===== config.mk =====
export PLATFORM = sky130hd
export DESIGN_NAME = xtea_cbc_encrypt_unit
export DESIGN_NICKNAME = d
export VERILOG_FILES = /design/src/rtl/core/xce_pkg.sv /design/src/rtl/core/xtea_cbc_encrypt_unit.sv /design/src/rtl/core/xce_round.sv
export SDC_FILE = /design/constraint.sdc
export NUM_CORES = 1
export LEC_CHECK = 0
export CELL_PAD_IN_SITES_DETAIL_PLACEMENT = 1
export CELL_PAD_IN_SITES_GLOBAL_PLACEMENT = 2
export CORE_ASPECT_RATIO = 0.75
export CORE_MARGIN = 4
export CORE_UTILIZATION = 40
export DETAILED_ROUTE_END_ITERATION = 8
export DONT_BUFFER_PORTS = 1
export GPL_ROUTABILITY_DRIVEN = 0
export HOLD_SLACK_MARGIN = 0.08
export PLACE_DENSITY = 0.82
export SETUP_SLACK_MARGIN = 0.02
export SYNTH_ARGS = -nofsm -noshare
export SYNTH_HDL_FRONTEND = slang
export SYNTH_SLANG_ARGS = --single-unit

===== constraint.sdc =====
create_clock -name clk -period 6.2 [get_ports clk]
set_input_delay 0.93 -clock clk [delete_from_list [all_inputs] [get_ports clk]]
set_output_delay 0.93 -clock clk [all_outputs]
set_load 0.05 [all_outputs]

===== src/rtl/core/xce_pkg.sv =====
// Shared types, constants and key-schedule function for the XTEA CBC encrypt unit.
package xce_pkg;

    typedef logic [31:0] word_t;
    typedef logic [3:0][31:0] key_t;

    localparam word_t PAD_WORD = 32'h0404_0404;
    localparam int CFG_IDX_W = 3;

    localparam logic [CFG_IDX_W-1:0] REG_KEY0 = 3'd0;
    localparam logic [CFG_IDX_W-1:0] REG_KEY1 = 3'd1;
    localparam logic [CFG_IDX_W-1:0] REG_KEY2 = 3'd2;
    localparam logic [CFG_IDX_W-1:0] REG_KEY3 = 3'd3;
    localparam logic [CFG_IDX_W-1:0] REG_IV0  = 3'd4;
    localparam logic [CFG_IDX_W-1:0] REG_IV1  = 3'd5;

    typedef struct packed {
        logic  phase;
        word_t sum;
    } round_ctl_t;

    // every fourth key bit, MSB-first across the key words, MSB of delta first
    function automatic word_t derive_delta(key_t k);
        word_t d;
        d = '0;
        for (int n = 0; n < 32; n++)
        begin
            d[31-n] = k[n >> 3][31 - ((n << 2) & 31)];
        end
        return d;
    endfunction

endpackage


===== src/rtl/core/xtea_cbc_encrypt_unit.sv =====
// XTEA CBC encrypt unit: one shared half-round unit stepped by a sequencer.
// Sequence: an accepted request leaves idle for the round state, then the done state, where the
// result is registered once the output is free; the next request is taken only back in idle.
// Each round takes two passes through the single half-round unit, one for each word.
// Key error requests skip the rounds and go from accept straight to the done state.
// Reset clears key, IV and chain to zero and selects the IV for the first block.
module xtea_cbc_encrypt_unit
    import xce_pkg::*;
#(
    parameter int ROUNDS = 32
)
(
    input  logic                 clk,
    input  logic                 rst_n,
    input  logic                 cfg_valid,
    output logic                 cfg_ready,
    input  logic [CFG_IDX_W-1:0] cfg_index,
    input  logic [31:0]          cfg_data,
    input  logic                 in_valid,
    output logic                 in_ready,
    input  logic [31:0]          plain_first,
    input  logic [31:0]          plain_second,
    input  logic [1:0]           valid_words,
    input  logic                 restart,
    output logic                 out_valid,
    input  logic                 out_ready,
    output logic [31:0]          cipher_first,
    output logic [31:0]          cipher_second,
    output logic                 key_error
);

    localparam int CW = $clog2(ROUNDS + 1);

    localparam logic [1:0] ST_IDLE = 2'd0;
    localparam logic [1:0] ST_RUN  = 2'd1;
    localparam logic [1:0] ST_DONE = 2'd2;

    key_t          key_reg;
    word_t         iv0_reg, iv1_reg;
    word_t         chain0_reg, chain1_reg;
    logic          use_iv_reg, use_iv_next;
    logic [1:0]    state_reg, state_next;
    logic [CW-1:0] cnt_reg, cnt_next;
    logic          phase_reg, phase_next;
    logic          err_reg, err_next;
    word_t         x_reg, x_next, y_reg, y_next, sum_reg, sum_next;
    word_t         delta;
    logic          out_valid_reg, out_valid_next;
    word_t         c0_reg, c1_reg;
    logic          kerr_reg;
    logic          in_acc, out_free, last_step, retire;
    word_t         p1, ch0, ch1, f;
    round_ctl_t    ctl;

    assign cfg_ready = 1'b1;
    assign in_ready  = (state_reg == ST_IDLE);
    assign in_acc    = in_valid && in_ready;
    assign out_free  = !out_valid_reg || out_ready;
    assign delta     = derive_delta(key_reg);
    assign last_step = phase_reg && (cnt_reg == CW'(ROUNDS - 1));
    assign retire    = (state_reg == ST_DONE) && out_free;

    assign out_valid     = out_valid_reg;
    assign cipher_first  = c0_reg;
    assign cipher_second = c1_reg;
    assign key_error     = kerr_reg;

    assign p1  = (valid_words == 2'd1) ? PAD_WORD : plain_second;
    assign ch0 = (restart || use_iv_reg) ? iv0_reg : chain0_reg;
    assign ch1 = (restart || use_iv_reg) ? iv1_reg : chain1_reg;

    assign ctl.phase = phase_reg;
    assign ctl.sum   = sum_reg;

    xce_round u_round
    (
        .v   (phase_reg ? x_reg : y_reg),
        .key (key_reg),
        .ctl (ctl),
        .f   (f)
    );

    always_comb
    begin
        state_next     = state_reg;
        cnt_next       = cnt_reg;
        phase_next     = phase_reg;
        err_next       = err_reg;
        x_next         = x_reg;
        y_next         = y_reg;
        sum_next       = sum_reg;
        use_iv_next    = use_iv_reg;
        out_valid_next = out_valid_reg && !out_ready;
        unique case (state_reg)
            ST_IDLE:
            begin
                if (in_acc)
                begin
                    cnt_next   = '0;
                    phase_next = 1'b0;
                    sum_next   = '0;
                    if (delta == '0)
                    begin
                        err_next   = 1'b1;
                        x_next     = '0;
                        y_next     = '0;
                        state_next = ST_DONE;
                    end
                    else
                    begin
                        err_next   = 1'b0;
                        x_next     = plain_first ^ ch0;
                        y_next     = p1 ^ ch1;
                        state_next = ST_RUN;
                    end
                end
            end
            ST_RUN:
            begin
                phase_next = !phase_reg;
                if (!phase_reg)
                begin
                    x_next   = x_reg + f;
                    sum_next = sum_reg + delta;
                end
                else
                begin
                    y_next   = y_reg + f;
                    cnt_next = cnt_reg + CW'(1);
                    if (last_step)
                    begin
                        state_next = ST_DONE;
                    end
                end
            end
            ST_DONE:
            begin
                if (out_free)
                begin
                    out_valid_next = 1'b1;
                    state_next     = ST_IDLE;
                    if (!err_reg)
                    begin
                        use_iv_next = 1'b0;
                    end
                end
            end
            default:
            begin
                state_next = ST_IDLE;
            end
        endcase
    end

    always_ff @(posedge clk or negedge rst_n)
    begin
        if (!rst_n)
        begin
            key_reg       <= '0;
            iv0_reg       <= '0;
            iv1_reg       <= '0;
            chain0_reg    <= '0;
            chain1_reg    <= '0;
            use_iv_reg    <= 1'b1;
            state_reg     <= ST_IDLE;
            cnt_reg       <= '0;
            phase_reg     <= 1'b0;
            err_reg       <= 1'b0;
            out_valid_reg <= 1'b0;
        end
        else
        begin
            state_reg     <= state_next;
            cnt_reg       <= cnt_next;
            phase_reg     <= phase_next;
            err_reg       <= err_next;
            use_iv_reg    <= use_iv_next;
            out_valid_reg <= out_valid_next;
            if (cfg_valid && cfg_ready)
            begin
                unique case (cfg_index)
                    REG_KEY0: key_reg[0] <= cfg_data;
                    REG_KEY1: key_reg[1] <= cfg_data;
                    REG_KEY2: key_reg[2] <= cfg_data;
                    REG_KEY3: key_reg[3] <= cfg_data;
                    REG_IV0:  iv0_reg    <= cfg_data;
                    REG_IV1:  iv1_reg    <= cfg_data;
                    default:  ;
                endcase
            end
            if (retire && !err_reg)
            begin
                chain0_reg <= x_reg;
                chain1_reg <= y_reg;
            end
        end
    end

    always_ff @(posedge clk)
    begin
        x_reg   <= x_next;
        y_reg   <= y_next;
        sum_reg <= sum_next;
        if (retire)
        begin
            c0_reg   <= x_reg;
            c1_reg   <= y_reg;
            kerr_reg <= err_reg;
        end
    end

`ifndef SYNTHESIS
    a_err_zero: assert property (@(posedge clk) disable iff (!rst_n)
        out_valid_reg && kerr_reg |-> (c0_reg == '0) && (c1_reg == '0))
        else $error("key error result carries nonzero ciphertext");

    a_start_run: assert property (@(posedge clk) disable iff (!rst_n)
        in_acc && (delta != '0) |=> (state_reg == ST_RUN) && (cnt_reg == '0) && !phase_reg)
        else $error("accepted request did not start rounds");

    a_chain_used: assert property (@(posedge clk) disable iff (!rst_n)
        retire && !err_reg |=> !use_iv_reg && out_valid_reg)
        else $error("completed block did not update chain state");

    a_err_keeps_chain: assert property (@(posedge clk) disable iff (!rst_n)
        retire && err_reg |=> $stable(chain0_reg) && $stable(chain1_reg))
        else $error("key error changed chain value");
`endif

endmodule


===== src/rtl/core/xce_round.sv =====
// XTEA half-round function: mix of one word with the keyed running sum.
module xce_round
    import xce_pkg::*;
(
    input  word_t      v,
    input  key_t       key,
    input  round_ctl_t ctl,
    output word_t      f
);

    logic [1:0] idx;
    word_t      mix;
    word_t      ks;

    assign idx = ctl.phase ? ctl.sum[12:11] : ctl.sum[1:0];
    assign mix = ((v << 4) ^ (v >> 5)) + v;
    assign ks  = ctl.sum + key[idx];
    assign f   = mix ^ ks;

endmodule

==> run summary, run 1 <==
all-layer global routing usage - 23.9%
Slew Limit Fails - 0
antenna violations before repair - 10
flops & latches, synth - 429
sequential area share after synthesis - 43.7%
Max Freq - 167 MHz
endpoints failing setup - 0
Starting Density - 40.5%
htree depth - 2
fin nets - 2642
DPL Wire Length - 63200 um
GRT overflow - 0
fin crit share - 96.5%
CP required - 6.54 ns
Cells after Synth - 2301
# port buffers - 0
Max-cap violations - 0
Worst Path Arrival - 6.32 ns
ys flop type - dfrtp_1
die height - 231 um
CTS tree - yes
global-route wire length before repair - 129000 um
largest net degree at the start of global routing - 220
Hold Fails Final Rpt - 0
commonest non-fill, non-tap cell in the layout - mux2_2
Slew @ Worst Pin - 1.17 ns
Rel. slew slack - 21.9%
Mapped Nets - 2581
commonest non-fill, non-tap cells in the layout - 269 x mux2_2, 266 x dfrtp_1, 161 x edfxtp_1
TritonRoute pass-1 iters - 5
Clock transition at path regs - 0.07 ns
number of synthesized flops with an enable pin - 161
Cell Area, Synth - 26400 um2
layout cells sized above 1 - 24.6%
Clock Sinks - 429
FFs w/ async S/R, synth - 62.5%
worst-path maximum fanout - 6
DRC - 0
Post-Route WL - 86700 um
WHS - 0.186 ns
Clock Tree Root - clkbuf_16
area of the core - 65300 um2
DRT iter0 DRCs - 1570
Worst Clk Skew - 0.0348 ns
Synth Area per Inst - 11.5 um2
final setup TNS - 0 ns
Die X - 305 um
CTS Buffer Depth - 3
Worst Reg-to-Reg Cells - 25
unrepaired setup endpoints after global routing - true
nature of the critical path startpoint - flip-flop
Clock Latency Late Sink - 0.60 ns
outcome - complete, no violations
row cnt - 81
synth-to-layout area growth - 14.3%
r2r setup slk - 0.22 ns
die area - 70300 um2
R2R Path End - x_reg[31]$_DFFE_PP_
Final min period - 5.98 ns
CP Class - flip-flop to flip-flop
Routed Antenna Nets - 0
max FFs per register - 96
Cell variety after synth - 84
Crit. End Element - flip-flop
routed vias - 19.3k
vias per cell - 5.90
routed len/inst - 26.5 um
Ports - 175
Critical R2R Launch - phase_reg$_DFFE_PN0P_
Hold Crit Class - input pin to async pin
vias in the first global route - 20.4k
YS warnings - 0
CTS buffer count - 46
[metrics by stage]
step / std cells / util [%] / cell area, um2 / setup slack [ns]
final: 3271 / 46.3 / 30200 / 0.217
after global routing: 3270 / 46.3 / 30200 / -0.0657
after CTS: 3257 / 45.4 / 29600 / 0.0349
after detailed placement: 3169 / 42.8 / 27900 / -0.293
after global placement: 3169 / 42.8 / 27900 / -0.0644
after floorplan: 2301 / - / 26400 / 0.0281
[per-layer routing]
| metal | share of wire (%) | vias up | wire [um] | global-route usage [%] |
|---|---|---|---|---|
| li1 | - | 8685 | - | - |
| met3 | 8.1 | 118 | 6990 | 6.63 |
| met5 | 0.039 | - | 34 | 0 |
| met4 | 2.2 | 6 | 1890 | 5.62 |
| met2 | 44 | 563 | 37800 | 36.5 |
| met1 | 46 | 9934 | 40000 | 34.0 |
[cell usage after synthesis (17+ instances only)]
master | number | share of area (%)
mux2_2 | 270 | 12
dfrtp_1 | 267 | 25
ha_1 | 168 | 8.0
edfxtp_1 | 161 | 18
xnor2_1 | 150 | 5.0
a21oi_1 | 137 | 2.6
nand2_1 | 121 | 1.7
xor2_1 | 104 | 3.4
nor2_1 | 99 | 1.4
o21ai_0 | 89 | 1.7
a21o_1 | 85 | 2.4
mux2i_1 | 85 | 3.2
clkbuf_1 | 65 | 0.92
nand3_1 | 64 | 1.2
inv_1 | 52 | 0.74
mux4_2 | 32 | 2.7
o21ai_1 | 26 | 0.49
nor3_1 | 23 | 0.44
o21a_1 | 20 | 0.57
o22ai_1 | 20 | 0.47
nand4_1 | 18 | 0.43
a211oi_1 | 17 | 0.48
[how the worst max path moves through the flow]
stage / endpoint / cells past startpoint / slack [ns] / start
after detailed placement: x_reg[31]$_DFFE_PP_ / 22 / -0.29 / phase_reg$_DFFE_PN0P_
after global placement: y_reg[30]$_DFFE_PP_ / 23 / -0.06 / phase_reg$_DFFE_PN0P_
after CTS: x_reg[31]$_DFFE_PP_ / 23 / 0.03 / phase_reg$_DFFE_PN0P_
after floorplan: x_reg[31]$_DFFE_PP_ / 26 / 0.03 / phase_reg$_DFFE_PN0P_
after global routing: x_reg[31]$_DFFE_PP_ / 25 / -0.07 / phase_reg$_DFFE_PN0P_
final: x_reg[31]$_DFFE_PP_ / 25 / 0.22 / phase_reg$_DFFE_PN0P_
[worst max-delay path: stages, from the launching register on]
cell,delay [ns]
dfrtp_2,0.46
mux2i_4,0.27
buf_12,0.17
mux4_2,0.51
ha_2,0.23
fa_1,0.45
nand3_1,0.17
a211oi_2,0.12
o21ai_2,0.23
a211oi_2,0.13
o41ai_2,0.28
buf_4,0.18
o21ai_2,0.08
a31oi_4,0.25
xnor2_2,0.13
xnor2_2,0.15
buf_4,0.17
ha_1,0.32
a21oi_1,0.10
a21boi_0,0.14
a31oi_1,0.20
o31ai_2,0.13
o21ai_1,0.19
xor2_1,0.21
nor3_1,0.08
or3b_1,0.38
[layout make-up]
type | instances | area (um2)
flip-flops and latches | 429 | 11500
fillers | 6911 | 35100
inverters | 52 | 195
repair buffers | 98 | 892
clock buffers | 64 | 1340
clock inverters | 21 | 213
well taps | 871 | 1090
diodes | 1 | 2.50
multi-input cells | 1735 | 14900
[repair_timing]
action,in CTS,in global routing
pin swaps,2,26
hold buffers,2,0
setup buffers,1,11
setup endpoints to repair,8,23
cloned,0,2
endpoints found under the hold margin,219,0
resized for setup,14,84
[logic make-up (layout without fill, tap and decap cells)]
| family | Yosys count | count (layout) | share of synthesized area (%) |
|---|---|---|---|
| fa+ha+maj | 173 | 173 | 8.33 |
| xor+xnor | 256 | 256 | 8.59 |
| buf+inv | 137 | 235 | 2.00 |
| flops | 429 | 429 | 43.7 |
| simple gates | 419 | 419 | 7.60 |
| compound gates | 499 | 499 | 12.3 |
| other cells | 1 | 2 | 0.0142 |
| mux | 387 | 387 | 17.5 |
Power of run 1 is not shown: default switching activity piles up to over one toggle a cycle in this logic, so the estimate is an artifact.
==> run 2: changes to the inputs <==
--- a/config.mk
+++ b/config.mk
@@ -14,7 +14,7 @@
 export DONT_BUFFER_PORTS = 1
 export GPL_ROUTABILITY_DRIVEN = 0
 export HOLD_SLACK_MARGIN = 0.08
-export PLACE_DENSITY = 0.82
+export PLACE_DENSITY = 0.79
 export SETUP_SLACK_MARGIN = 0.02
 export SYNTH_ARGS = -nofsm -noshare
 export SYNTH_HDL_FRONTEND = slang
==> run 2 against run 1 <==
  * Worst setup slack got worse by 0.033 ns
  * Global-route usage fell by 0.36 points
  * Core utilization rose by 0.36 points
  * Sequential cell count did not move
  * Die area did not move
  * Routed wire length fell by 0.78%
  * Count of clock-buffer cells in the layout rose by 5
  * Design area rose by 0.78%
  * Non-clock buffer count rose by 33
  * Sequential share of layout area fell by 0.30 points
  * Largest cell class unchanged
==> run summary, run 2 (synthesis gave the netlist of run 1 again) <==
CP required - 6.50 ns
vias per cell - 5.88
Hold Crit Class - input pin to async pin
cell mode on critical path - a21o_1
layout cells sized above 1 - 25.3%
number of fill cells - 6838
Rel. slew slack - 24.5%
R2R Path End - x_reg[26]$_DFFE_PP_
Crit. End Element - flip-flop
final setup TNS - 0 ns
Buf/Inv on CP - 4
routed len/inst - 26.0 um
largest net degree at the start of global routing - 269
Slew @ Worst Pin - 1.13 ns
Top Family by Delay on Critical Path - compound AO/OA/AOI/OAI gates
row cnt - 81
area of the core - 65300 um2
antenna violations before repair - 10
Worst Reg-to-Reg Cells - 26
all-layer global routing usage - 23.6%
Clock Sinks - 429
Clock Tree Root - clkbuf_16
vias in the first global route - 20.4k
DRC - 0
Critical R2R Launch - phase_reg$_DFFE_PN0P_
Slowest cell on crit path - mux4_2
Post-Route WL - 86000 um
Slew Limit Fails - 0
CTS Buffer Depth - 3
TritonRoute pass-1 iters - 5
outcome - complete, no violations
DRT iter0 DRCs - 1634
Hold Fails Final Rpt - 0
r2r setup slk - 0.18 ns
commonest non-fill, non-tap cell in the layout - mux2_2
Die X - 305 um
htree depth - 2
synth-to-layout area growth - 15.2%
Worst Clk Skew - 0.0253 ns
global-route wire length before repair - 128000 um
routed vias - 19.5k
Final min period - 6.02 ns
worst-path maximum fanout - 8
Max Freq - 166 MHz
Clock transition at path regs - 0.07 ns
Layout Utilization - 46.7%
die area - 70300 um2
Ports - 175
GRT overflow - 0
Routed Antenna Nets - 0
CTS tree - yes
CTS buffer count - 47
endpoints failing setup - 0
Worst Path Arrival - 6.32 ns
commonest non-fill, non-tap cells in the layout - 270 x mux2_2, 266 x dfrtp_1, 161 x edfxtp_1
Starting Density - 40.5%
max FFs per register - 96
fin nets - 2676
# port buffers - 0
unrepaired setup endpoints after global routing - true
DPL Wire Length - 62500 um
nature of the critical path startpoint - flip-flop
CP Class - flip-flop to flip-flop
Max-cap violations - 0
die height - 231 um
fin crit share - 97.0%
max incr delay on CP - 0.59 ns
Clock Latency Late Sink - 0.59 ns
run 2: worst register-to-register path, delay by kind of cell, from the launching register on:
kind                     cells  cell delay [ns]
multiplexers                 2             0.89
adder cells (fa/ha/maj)      2             0.65
AND/OR/NAND/NOR              4             0.63
flip-flops                   1             0.41
AO/OA/AOI/OAI               12             2.18
XOR/XNOR                     2             0.35
buffers and inverters        4             0.64
run 2: per-stage QoR:
step                worst slack (ns)  hold slack [ns]  instances  instance area, um2
finish                         0.184            0.178       3311               30500
global route                  -0.101            0.146       3307               30400
CTS                          0.00576          0.00475       3292               29800
detailed placement            -0.188            0.493       3204               28200
global placement              -0.115            0.483       3204               28200
floorplan                     0.0281            0.447       2301               26400
run 2: layout make-up:
cell class                 count  area, um2  share of cell area, %
multi-input combinational   1735      14900                   48.9
sequential                   429      11500                   37.9
clock buffer                  69       1390                   4.57
timing repair buffer         131       1140                   3.74
tap                          871       1090                   3.58
inverter                      52        195                  0.641
clock inverter                19        175                  0.575
antenna                        5       12.5                 0.0411
run 2: how the worst max path moves through the flow:
stage,start,endpoint,slack [ns],cells past startpoint
floorplan,phase_reg$_DFFE_PN0P_,x_reg[31]$_DFFE_PP_,0.03,26
global placement,phase_reg$_DFFE_PN0P_,x_reg[31]$_DFFE_PP_,-0.11,25
detailed placement,phase_reg$_DFFE_PN0P_,x_reg[31]$_DFFE_PP_,-0.19,24
CTS,phase_reg$_DFFE_PN0P_,x_reg[31]$_DFFE_PP_,0.006,21
global route,phase_reg$_DFFE_PN0P_,x_reg[30]$_DFFE_PP_,-0.10,26
finish,phase_reg$_DFFE_PN0P_,x_reg[26]$_DFFE_PP_,0.18,26
run 2: timing repair:
action,4_1_cts,5_1_grt
hold endpoints to repair,237,103
gates resized for setup,10,77
buffers inserted,0,9
pin swaps,0,24
gates cloned,0,1
endpoints found under the setup margin,2,23
run 2: metal layers:
| metal | up-vias | share of wire [%] | global-route usage (%) |
|---|---|---|---|
| met5 | - | 0.048 | 0 |
| met4 | 6 | 2.2 | 5.65 |
| met3 | 116 | 6.9 | 5.54 |
| met2 | 528 | 43 | 35.8 |
| met1 | 10000 | 47 | 34.1 |
| li1 | 8760 | - | - |
Power of run 2 is left out for the same reason.
